[config.mk]
export PLATFORM = sky130hd
export DESIGN_NAME = aligned_block_range_splitter_unit
export DESIGN_NICKNAME = d
export VERILOG_FILES = /design/src/rtl/abrs_pkg.sv /design/src/rtl/abrs_fifo.sv /design/src/rtl/abrs_front.sv /design/src/rtl/abrs_back.sv /design/src/rtl/aligned_block_range_splitter_unit.sv
export SDC_FILE = /design/constraint.sdc
export NUM_CORES = 1
export LEC_CHECK = 0
export BUFFER_PORTS_ARGS = -buffer_cell sky130_fd_sc_hd__buf_2
export CAP_MARGIN = 20
export CORE_ASPECT_RATIO = 1.75
export CORE_MARGIN = 5
export CORE_UTILIZATION = 61
export DETAILED_ROUTE_END_ITERATION = 7
export PLACE_DENSITY = 0.84
export SETUP_SLACK_MARGIN = 0.4
export SLEW_MARGIN = 10
export SYNTH_ARGS = -nofsm -noshare
export SYNTH_HDL_FRONTEND = slang
export SYNTH_HIERARCHICAL = 1
export SYNTH_SLANG_ARGS = --single-unit
[constraint.sdc]
create_clock -name i_clk -period 10.21 [get_ports i_clk]
set_input_delay 0 -clock i_clk [delete_from_list [all_inputs] [get_ports i_clk]]
set_output_delay 0 -clock i_clk [all_outputs]
set_load 0.02 [all_outputs]
[src/rtl/abrs_pkg.sv]
// Package for the aligned block range splitter.
// Payload structs, widths and queue depths shared by all rtl files.
// No dependencies.
package abrs_pkg;

    localparam int ADDR_WIDTH_DEF = 32;   // default address space, log2
    localparam int START_W        = 32;   // range_start / block_start width
    localparam int END_W          = 33;   // range_end / block_end width
    localparam int LOG_W          = 6;    // block_log_size width
    localparam int CMD_DEPTH      = 2;    // command queue between front and back
    localparam int RES_DEPTH      = 2;    // result queue on the output side

    // Input transaction
    typedef struct packed {
        logic [START_W-1:0] range_start;
        logic [END_W-1:0]   range_end;
    } t_range;

    // Result transaction
    typedef struct packed {
        logic [START_W-1:0] block_start;
        logic [END_W-1:0]   block_end;
        logic [LOG_W-1:0]   block_log_size;
        logic               last;
        logic               empty_range;
    } t_block;

    // Classified range, handed from front to back
    typedef struct packed {
        logic [END_W-1:0] cmd_start;
        logic [END_W-1:0] cmd_end;
        logic             is_empty;
    } t_cmd;

endpackage

[src/rtl/abrs_fifo.sv]
// Small flop-based first-in first-out queue, generic width and depth.
// Used for the command queue and the result queue; uses abrs_pkg defaults.
// DEPTH must be a power of two, at least 2.
module abrs_fifo #(
    parameter int WIDTH = $bits(abrs_pkg::t_cmd),
    parameter int DEPTH = abrs_pkg::CMD_DEPTH
) (
    input  logic             i_clk,
    input  logic             i_rst_n,
    input  logic             i_push,
    input  logic [WIDTH-1:0] i_data,
    output logic             o_full,
    input  logic             i_pop,
    output logic [WIDTH-1:0] o_data,
    output logic             o_empty
);
    localparam int PW = $clog2(DEPTH);
    localparam int CW = $clog2(DEPTH + 1);

    logic [WIDTH-1:0] r_mem [DEPTH];
    logic [PW-1:0]    r_wptr, n_wptr;
    logic [PW-1:0]    r_rptr, n_rptr;
    logic [CW-1:0]    r_cnt,  n_cnt;
    logic             wr_en, rd_en;

    assign o_full  = (r_cnt == CW'(DEPTH));
    assign o_empty = (r_cnt == '0);
    assign o_data  = r_mem[r_rptr];
    assign wr_en   = i_push && !o_full;
    assign rd_en   = i_pop && !o_empty;

    // Pointer and occupancy update
    always_comb begin
        n_wptr = wr_en ? r_wptr + PW'(1) : r_wptr;
        n_rptr = rd_en ? r_rptr + PW'(1) : r_rptr;
        n_cnt  = r_cnt;
        if (wr_en && !rd_en) begin
            n_cnt = r_cnt + CW'(1);
        end else if (rd_en && !wr_en) begin
            n_cnt = r_cnt - CW'(1);
        end
    end

    always_ff @(posedge i_clk) begin
        if (!i_rst_n) begin
            r_wptr <= '0;
            r_rptr <= '0;
            r_cnt  <= '0;
        end else begin
            r_wptr <= n_wptr;
            r_rptr <= n_rptr;
            r_cnt  <= n_cnt;
        end
    end

    // Storage, no reset needed
    always_ff @(posedge i_clk) begin
        if (wr_en) begin
            r_mem[r_wptr] <= i_data;
        end
    end

endmodule

[src/rtl/abrs_front.sv]
// Front end: accepts ranges, saturates them to the address space and
// flags empty ones, then queues them for the back end. Uses abrs_pkg, abrs_fifo.
module abrs_front #(
    parameter int ADDR_WIDTH = abrs_pkg::ADDR_WIDTH_DEF
) (
    input  logic            i_clk,
    input  logic            i_rst_n,
    input  logic            i_push,
    input  abrs_pkg::t_range i_range,
    output logic            o_full,
    input  logic            i_cmd_pop,
    output abrs_pkg::t_cmd  o_cmd,
    output logic            o_cmd_empty
);
    localparam int EW = abrs_pkg::END_W;

    logic [EW-1:0]  lim;
    logic [EW-1:0]  s_raw, e_raw, s_sat, e_sat;
    abrs_pkg::t_cmd cmd_in;
    logic [$bits(abrs_pkg::t_cmd)-1:0] cmd_out;

    // Saturate both ends to 2^ADDR_WIDTH and classify
    always_comb begin
        lim            = EW'(1) << ADDR_WIDTH;
        s_raw          = {1'b0, i_range.range_start};
        e_raw          = i_range.range_end;
        s_sat          = (s_raw > lim) ? lim : s_raw;
        e_sat          = (e_raw > lim) ? lim : e_raw;
        cmd_in.cmd_start = s_sat;
        cmd_in.cmd_end   = e_sat;
        cmd_in.is_empty  = (s_sat >= e_sat);
    end

    abrs_fifo #(
        .WIDTH ($bits(abrs_pkg::t_cmd)),
        .DEPTH (abrs_pkg::CMD_DEPTH)
    ) u_cmd_q (
        .i_clk   (i_clk),
        .i_rst_n (i_rst_n),
        .i_push  (i_push),
        .i_data  (cmd_in),
        .o_full  (o_full),
        .i_pop   (i_cmd_pop),
        .o_data  (cmd_out),
        .o_empty (o_cmd_empty)
    );

    assign o_cmd = abrs_pkg::t_cmd'(cmd_out);

endmodule

[src/rtl/abrs_back.sv]
// Back end: walks one range with a bit-position sequencer, first up through
// the cursor's alignment, then down through the remainder. Uses abrs_pkg, abrs_fifo.
module abrs_back #(
    parameter int ADDR_WIDTH = abrs_pkg::ADDR_WIDTH_DEF
) (
    input  logic            i_clk,
    input  logic            i_rst_n,
    input  abrs_pkg::t_cmd  i_cmd,
    input  logic            i_cmd_empty,
    output logic            o_cmd_pop,
    input  logic            i_pop,
    output abrs_pkg::t_block o_block,
    output logic            o_empty
);
    localparam int EW = abrs_pkg::END_W;
    localparam int LW = abrs_pkg::LOG_W;

    localparam logic [1:0] ST_IDLE = 2'd0;
    localparam logic [1:0] ST_ASC  = 2'd1;
    localparam logic [1:0] ST_DESC = 2'd2;

    logic [1:0]    r_state, n_state;
    logic [EW-1:0] r_cur,   n_cur;
    logic [EW-1:0] r_end,   n_end;
    logic [LW-1:0] r_k,     n_k;

    logic             res_full;
    logic             res_push;
    abrs_pkg::t_block res_in;
    logic [$bits(abrs_pkg::t_block)-1:0] res_out;

    logic [EW-1:0] blk_len;
    logic [EW-1:0] nxt;
    logic          fits;
    logic          is_last;
    logic          aligned_here;

    // One candidate block of size 2^k at the cursor
    always_comb begin
        blk_len      = EW'(1) << r_k;
        nxt          = r_cur + blk_len;
        fits         = (nxt <= r_end);
        is_last      = (nxt == r_end);
        aligned_here = r_cur[r_k] || (r_k == LW'(ADDR_WIDTH));
    end

    // Sequencer: steps only while the result queue has room
    always_comb begin
        n_state   = r_state;
        n_cur     = r_cur;
        n_end     = r_end;
        n_k       = r_k;
        o_cmd_pop = 1'b0;
        res_push  = 1'b0;

        res_in.block_start    = r_cur[abrs_pkg::START_W-1:0];
        res_in.block_end      = nxt;
        res_in.block_log_size = r_k;
        res_in.last           = is_last;
        res_in.empty_range    = 1'b0;

        case (r_state)
            ST_IDLE: begin
                if (!i_cmd_empty && !res_full) begin
                    o_cmd_pop = 1'b1;
                    if (i_cmd.is_empty) begin
                        // single flagged result
                        res_push              = 1'b1;
                        res_in.block_start    = '0;
                        res_in.block_end      = '0;
                        res_in.block_log_size = '0;
                        res_in.last           = 1'b1;
                        res_in.empty_range    = 1'b1;
                    end else begin
                        n_cur   = i_cmd.cmd_start;
                        n_end   = i_cmd.cmd_end;
                        n_k     = '0;
                        n_state = ST_ASC;
                    end
                end
            end
            ST_ASC: begin
                if (!res_full) begin
                    if (!fits) begin
                        // remainder below 2^k: sizes only shrink from here
                        n_k     = r_k - LW'(1);
                        n_state = ST_DESC;
                    end else if (aligned_here) begin
                        res_push = 1'b1;
                        n_cur    = nxt;
                        n_k      = r_k + LW'(1);
                        if (is_last) begin
                            n_state = ST_IDLE;
                        end
                    end else begin
                        n_k = r_k + LW'(1);
                    end
                end
            end
            ST_DESC: begin
                if (!res_full) begin
                    if (fits) begin
                        res_push = 1'b1;
                        n_cur    = nxt;
                        if (is_last) begin
                            n_state = ST_IDLE;
                        end
                    end
                    n_k = r_k - LW'(1);
                end
            end
            default: begin
                n_state = ST_IDLE;
            end
        endcase
    end

    always_ff @(posedge i_clk) begin
        if (!i_rst_n) begin
            r_state <= ST_IDLE;
        end else begin
            r_state <= n_state;
        end
    end

    // Datapath registers, no reset needed
    always_ff @(posedge i_clk) begin
        r_cur <= n_cur;
        r_end <= n_end;
        r_k   <= n_k;
    end

    abrs_fifo #(
        .WIDTH ($bits(abrs_pkg::t_block)),
        .DEPTH (abrs_pkg::RES_DEPTH)
    ) u_res_q (
        .i_clk   (i_clk),
        .i_rst_n (i_rst_n),
        .i_push  (res_push),
        .i_data  (res_in),
        .o_full  (res_full),
        .i_pop   (i_pop),
        .o_data  (res_out),
        .o_empty (o_empty)
    );

    assign o_block = abrs_pkg::t_block'(res_out);

endmodule

[src/rtl/aligned_block_range_splitter_unit.sv]
// Top level of the aligned block range splitter.
// Instantiates abrs_front and abrs_back; types from abrs_pkg.
//
//   Channel   Direction  Handshake            Payload
//   range     in         push / full          i_range  (abrs_pkg::t_range)
//   block     out        empty / pop          o_block  (abrs_pkg::t_block)
//
// An empty range yields one flagged result. A nonempty range is loaded, then the
// sequencer walks the bit positions, climbing through the cursor's alignment
// and then descending through the remainder.
// A two-entry command queue takes new ranges while one is being split.
// Reset is synchronous, active low; both queues come up empty.
// The sequencer holds whenever the two-entry result queue is full.
module aligned_block_range_splitter_unit #(
    parameter int ADDR_WIDTH = abrs_pkg::ADDR_WIDTH_DEF
) (
    input  logic             i_clk,
    input  logic             i_rst_n,
    input  logic             push,
    input  abrs_pkg::t_range i_range,
    output logic             full,
    output logic             empty,
    input  logic             pop,
    output abrs_pkg::t_block o_block
);
    abrs_pkg::t_cmd cmd;
    logic           cmd_empty;
    logic           cmd_pop;

    abrs_front #(
        .ADDR_WIDTH (ADDR_WIDTH)
    ) u_front (
        .i_clk       (i_clk),
        .i_rst_n     (i_rst_n),
        .i_push      (push),
        .i_range     (i_range),
        .o_full      (full),
        .i_cmd_pop   (cmd_pop),
        .o_cmd       (cmd),
        .o_cmd_empty (cmd_empty)
    );

    abrs_back #(
        .ADDR_WIDTH (ADDR_WIDTH)
    ) u_back (
        .i_clk       (i_clk),
        .i_rst_n     (i_rst_n),
        .i_cmd       (cmd),
        .i_cmd_empty (cmd_empty),
        .o_cmd_pop   (cmd_pop),
        .i_pop       (pop),
        .o_block     (o_block),
        .o_empty     (empty)
    );

    // Checks on delivered transactions and on the reset state
    a_empty_flagged: assert property (@(posedge i_clk) disable iff (!i_rst_n)
        (!empty && o_block.empty_range) |->
            (o_block.last && o_block.block_end == '0 && o_block.block_log_size == '0))
        else $error("flagged empty range result malformed");

    a_block_len: assert property (@(posedge i_clk) disable iff (!i_rst_n)
        (!empty && !o_block.empty_range) |->
            (o_block.block_end ==
             ({1'b0, o_block.block_start} +
              (abrs_pkg::END_W'(1) << o_block.block_log_size))))
        else $error("block end does not match its size");

    a_block_aligned: assert property (@(posedge i_clk) disable iff (!i_rst_n)
        (!empty && !o_block.empty_range) |->
            ((({1'b0, o_block.block_start}) &
              ((abrs_pkg::END_W'(1) << o_block.block_log_size) -
               abrs_pkg::END_W'(1))) == '0))
        else $error("block start not aligned to its size");

    a_log_bound: assert property (@(posedge i_clk) disable iff (!i_rst_n)
        !empty |-> (o_block.block_log_size <= abrs_pkg::LOG_W'(ADDR_WIDTH)))
        else $error("block size exceeds address space");

    a_reset_empty: assert property (@(posedge i_clk)
        !i_rst_n |=> empty)
        else $error("result queue not empty after reset");

endmodule

**After elaboration in Yosys (flattened, before gate mapping)**

Memories as Yosys holds them, arrays and structs flattened. A register that Yosys moved wholly into a read port is not among the register bits.
Cells that the tools add are included.

- Memory bits (writable): 280
- Memories kept: 2
- Bits of input ports: 69
- Flip-flop bits (word level): 82
- Output and inout port bits: 75

- Multiplexer cells: 52
- Magnitude comparators: 5
- Equal/unequal tests: 14
- Bitwise gates (word level): 1
- Reductions and logical operators: 28
- Add/subtract/negate cells: 11
- Shift operators: 1

Memories:

| memory | words | bits a word | read ports | clocked after memory_dff | write ports | RTL line | RTL |
|---|---|---|---|---|---|---|---|
| u_back.u_res_q.r_mem | 2 | 73 | 1 | 1 | 1 | abrs_fifo.sv:20 | `logic [WIDTH-1:0] r_mem [DEPTH];` |
| u_front.u_cmd_q.r_mem | 2 | 67 | 1 | 1 | 1 | abrs_fifo.sv:20 |  |

Operators by type and width:

| kind | count |
|---|---|
| $mux W33 | 9 |
| $mux W73 | 3 |
| $pmux W33 S3 | 1 |
| $add A33 B33 Y33 | 1 |
| $eq A33 B33 Y1 | 1 |
| $ge A33 B33 Y1 | 1 |
| $gt A32 B33 Y1 const B | 1 |
| $gt A33 B33 Y1 const B | 1 |
| $le A33 B33 Y1 | 1 |
| $shl A1 B6 Y33 const A | 1 |
| $mux W6 | 5 |
| $mux W2 | 12 |
| $mux W1 | 18 |
| $pmux W6 S3 | 1 |
| $logic_and A1 B1 Y1 | 9 |
| $logic_not A1 Y1 | 8 |
| $ne A2 B1 Y1 const B | 4 |
| $reduce_and A8 Y1 | 1 |
| $lt A6 B7 Y1 const B | 1 |
| $add A6 B1 Y6 const B | 1 |
| $bmux W1 S6 | 1 |
| $eq A2 B2 Y1 const B | 3 |
| $eq A6 B6 Y1 const B | 1 |
| $logic_not A2 Y1 | 3 |
| 16 further kinds | 24 |

**Logic depth before layout (Yosys ltp)**

- Depth after elaboration: 12
- Depth in mapped cells: 32
- Mapped depth without buffers: 29

**Cells and area by module**

Netlist, hierarchy kept.

By module, submodules not included:

| module | times used | sequential area each (um^2) | area an instance (um^2) | cells an instance |
|---|---|---|---|---|
| abrs_back | 1 | 2202.1 | 6681.4 | 723 |
| abrs_fifo (u_back.u_res_q) | 1 | 4484.3 | 5524.0 | 252 |
| abrs_fifo (u_front.u_cmd_q) | 1 | 4124.0 | 5068.6 | 233 |
| abrs_front | 1 | 0.0 | 1004.7 | 163 |

**Worst setup path before layout**

OpenSTA, ideal clock, no wires.

- Path type: register to register
- Start point: reg u_back.r_k[1]
- End point: mem u_back/u_res_q/r_mem[0][0] (netlist bit) (enable)
- Setup time: 0.492 ns
- Required time: 9.718 ns
- Stages on the path, launching flop included: 28
- Clock period less this slack: 8.597 ns
- Arrival: 8.105 ns
- Setup slack: 1.613 ns
- Cells stage by stage: edfxtp_1 > buf_2 > buf_2 > inv_1 > ha_1 > nand2_1 > nor2_1 > ha_1 > inv_1 > fa_1 > nand2b_1 > a21o_1 > a21oi_1 > a311oi_1 > o211ai_1 > a31oi_1 > xnor2_1 > inv_1 > ha_1 > nand4_1 > nor4_1 > nand4_2 > and2_4 > buf_6 > or3_1 > a21oi_1 > inv_1 > nor3_2

- Word-level cells in the longest chain between the ends: 10

Ends and longest elaborated chain:

| item | RTL line | RTL |
|---|---|---|
| start, declared | abrs_back.sv:25 | `logic [LW-1:0] r_k, n_k;` |
| start signal, assigned | abrs_back.sv:130 | `r_k <= n_k;` |
| branches (longest 6 deep; another with $add A33 B33 Y33) | n/a |  |
| $pmux W1 S3 * | abrs_back.sv:62 | `case (r_state)` |
| via u_back.res_push | abrs_back.sv:28 | `logic res_push;` |
| $logic_and A1 B1 Y1 * | abrs_fifo.sv:29 | `assign wr_en = i_push && !o_full;` |
| $mux W1 * | abrs_fifo.sv:58 | `if (wr_en) begin` |
| $mux W1 (not written as such) * | abrs_fifo.sv:59 | `r_mem[r_wptr] <= i_data;` |
| end, declared | abrs_fifo.sv:20 |  |

Mark *: on every way through the listed nets, which the timed path passes. The select of a mux whose other input is x is not followed.

**Worst setup path after layout**

- Start point: reg u_back.r_k[1]
- End point: mem u_back/u_res_q/r_mem[0][18] (netlist bit) (enable)

Same word-level chain as after synthesis.

==> flow_summary.json <==
{
  "root_buffer": "clkbuf_16",
  "hpwlAfterDp_um": 30400,
  "grt-ovfl-total": 0,
  "utilization_pct": 70.3,
  "fin_crit_ps": 7890,
  "post_cts_buffers": 0,
  "start_util_pct": 61.2,
  "drt_wl_total_um": 42600,
  "synth-compound-area-share_pct": 6.72,
  "maxSlewHeadroom_pct": 29.1,
  "dp_slack_ps": 2320,
  "stdcell_count": 1985,
  "ir_drop_mv": 0.166,
  "cp-end-kind": "flip-flop",
  "status": "complete, no violations",
  "cp.required_ps": 10400,
  "rsz0062_at_grt": "false",
  "dp_cells": 1862,
  "path_class": "flip-flop to flip-flop",
  "synthAdderAreaFrac_pct": 7.64,
  "path_buf_inv": 5,
  "cts_tree": "built",
  "synth_area_um2": 18300,
  "grt_use_met3_pct": 2.60,
  "crit_top_cell": "inv_1",
  "fin_skew_ps": 18.7,
  "cap_violations": 0,
  "critPathMaxFanout": 74,
  "whs_ps": 173,
  "setup_viol": 0,
  "synth_cells": 1371,
  "clk_latency_ps": 570,
  "fmax_ghz": 0.127,
  "gp_congestion": 1.01,
  "die_h_um": 239,
  "setup_tns_ps": 0,
  "ys_ff_latch": 364,
  "nets": 1755,
  "synthSimpleGateAreaFrac_pct": 9.19,
  "crit_path_start_kind": "flip-flop",
  "drc_errors": 0,
  "hold_viol": 0,
  "path_clk_slew_ps": 70,
  "grt_util_met2_pct": 45.7,
  "cp_top_family": "simple AND/OR/NAND/NOR gates",
  "dr.pass1.iters": 7,
  "cts_max_path_buffers": 3,
  "synthMuxAreaShare_pct": 11.7,
  "grt_pass1_wl_um": 66300,
  "nFillCells": 1998,
  "layout_common_cells": "edfxtp_1 (352), buf_2 (143), mux2_2 (140)",
  "arrival_ps": 8080,
  "r2r_slack_ps": 2320,
  "ant_nets": 0,
  "numCtsBuffers": 30,
  "drtIter0Drc": 829,
  "synth.distinct_cells": 71,
  "die_area_um2": 33700,
  "power.density_nw_per_um2": 303,
  "worstMarginPinSlew_ps": 1060,
  "n_antenna_cell": 0,
  "ys.flop_type": "edfxtp_1",
  "cp_slowest_cell": "a311oi_1",
  "final-max-slew-violation-count": 0,
  "wl_per_cell_um": 21.4,
  "syn_avg_cell_area_um2": 13.3,
  "core_um2": 29800,
  "fp.dieW_um": 141,
  "io_pins": 144,
  "fin_crit_sh_pct": 77.3,
  "p_leak_uw": 0.00813,
  "synth_top_family_by_area": "multiplexers",
  "drive_gt1_share_pct": 23.2,
  "cts_resized": 0,
  "area_delta_synth_final_pct": 14.7,
  "synth_xor_area_share_pct": 1.96,
  "grt_usage_pct": 25.3,
  "layout_setup_ws_ps": 2320,
  "grt_pass1_vias": 12400,
  "vias_per_cell": 5.90,
  "ctsHoldBuffers": 68,
  "rows": 84,
  "hold_class": "input port to flip-flop",
  "cts_sinks": 364,
  "antenna_found_initial": 0,
  "use_met1_pct": 29.1,
  "layout_commonest_cell": "edfxtp_1",
  "grt_max_degree": 75,
  "critPathMaxStageDelay_ps": 940,
  "synthArstFlopShare_pct": 0,
  "busiest_layer": "met2",
  "synth_edf_count": 352,
  "htree_levels": 1,
  "yosys_warnings": 6,
  "vias": 11700,
  "port_buffers": 143,
  "yosysSeqAreaShare_pct": 59.1
}
-- path summary, 6_finish.rpt --
path                           start                            to  cells after the start
min                      i_range[49]  u_front/u_cmd_q/r_mem[0][50]                      2
min reg2reg  u_back/u_res_q/r_cnt[1]       u_back/u_res_q/r_cnt[1]                      2
max reg2reg            u_back/r_k[1]   u_back/u_res_q/r_mem[0][18]                     25
max                    u_back/r_k[1]   u_back/u_res_q/r_mem[0][18]                     25
-- final cells by class --
type                    count  area, µm²  share of cell area, %
flip-flops and latches    364      10800                   51.6
multi-input cells         857       6830                   32.6
repair buffers            221       1470                   7.02
clock buffers              39        880                   4.19
well taps                 387        484                   2.31
inverters                 101        379                   1.81
clock inverters            16        119                  0.567
-- metrics by stage --
step	power [µW]	instance area [µm²]
6_report	6360	21000
5_1_grt	6720	21000
4_1_cts	6380	21000
3_5_place_dp	5190	19300
3_3_place_gp	5090	19300
2_1_floorplan	4390	18300
-- logic make-up (layout without fill, tap and decap cells) --
group                    Yosys count  in the layout
multiplexers                     182            182
AND/OR/NAND/NOR                  330            330
other                              1              2
adder cells (fa/ha/maj)          111            111
XOR/XNOR                          41             41
buffers and inverters            151            377
AO/OA/AOI/OAI                    191            191
flip-flops                       364            364
-- synthesized netlist by cell type (all sizes together), types with 4 or more instances --
master | instances | area share (%)
nand4 | 19 | 0.68
clkbuf | 24 | 0.49
nor2 | 75 | 1.5
and2 | 71 | 2.4
mux2 | 170 | 10
nor3 | 10 | 0.33
nor4 | 14 | 0.51
nand2 | 85 | 1.7
a21boi | 8 | 0.33
edfxtp | 352 | 58
xnor2 | 28 | 1.3
dfxtp | 12 | 1.3
mux2i | 4 | 0.22
a21o | 17 | 0.70
o211ai | 8 | 0.33
ha | 110 | 7.5
o21a | 7 | 0.29
mux4 | 8 | 0.99
o31ai | 6 | 0.25
buf | 26 | 1.1
and3 | 6 | 0.21
or2 | 4 | 0.14
nand3 | 15 | 0.44
nor2b | 9 | 0.31
or3 | 5 | 0.17
nand2b | 9 | 0.31
a211oi | 6 | 0.25
a31oi | 12 | 0.41
inv | 101 | 2.1
a21oi | 65 | 1.8
o21ai | 34 | 0.93
xor2 | 13 | 0.62
-- power by group --
part           internal, µW  switching [µW]  total [µW]
combinational          1050            1610        2660
sequential             2300             254        2550
clock                   636             520        1160
-- flip-flops by register name, summed over array words and instances (netlist names), 2 cells and up, named ones only --
signal and count:
u_back/u_res_q/r_mem 146, u_front/u_cmd_q/r_mem 134, u_back/r_cur 33, u_back/r_end 33, u_back/r_k 6, u_back/r_state 2
u_back/u_res_q/r_cnt 2, u_front/u_cmd_q/r_cnt 2
-- layer usage --
metal / up-vias / part of all wire [%]
met5: - / 0
met4: 0 / 6.5
met3: 129 / 4.8
met2: 435 / 52
met1: 5677 / 37
li1: 5478 / -
(Power assumes the default switching activity.)
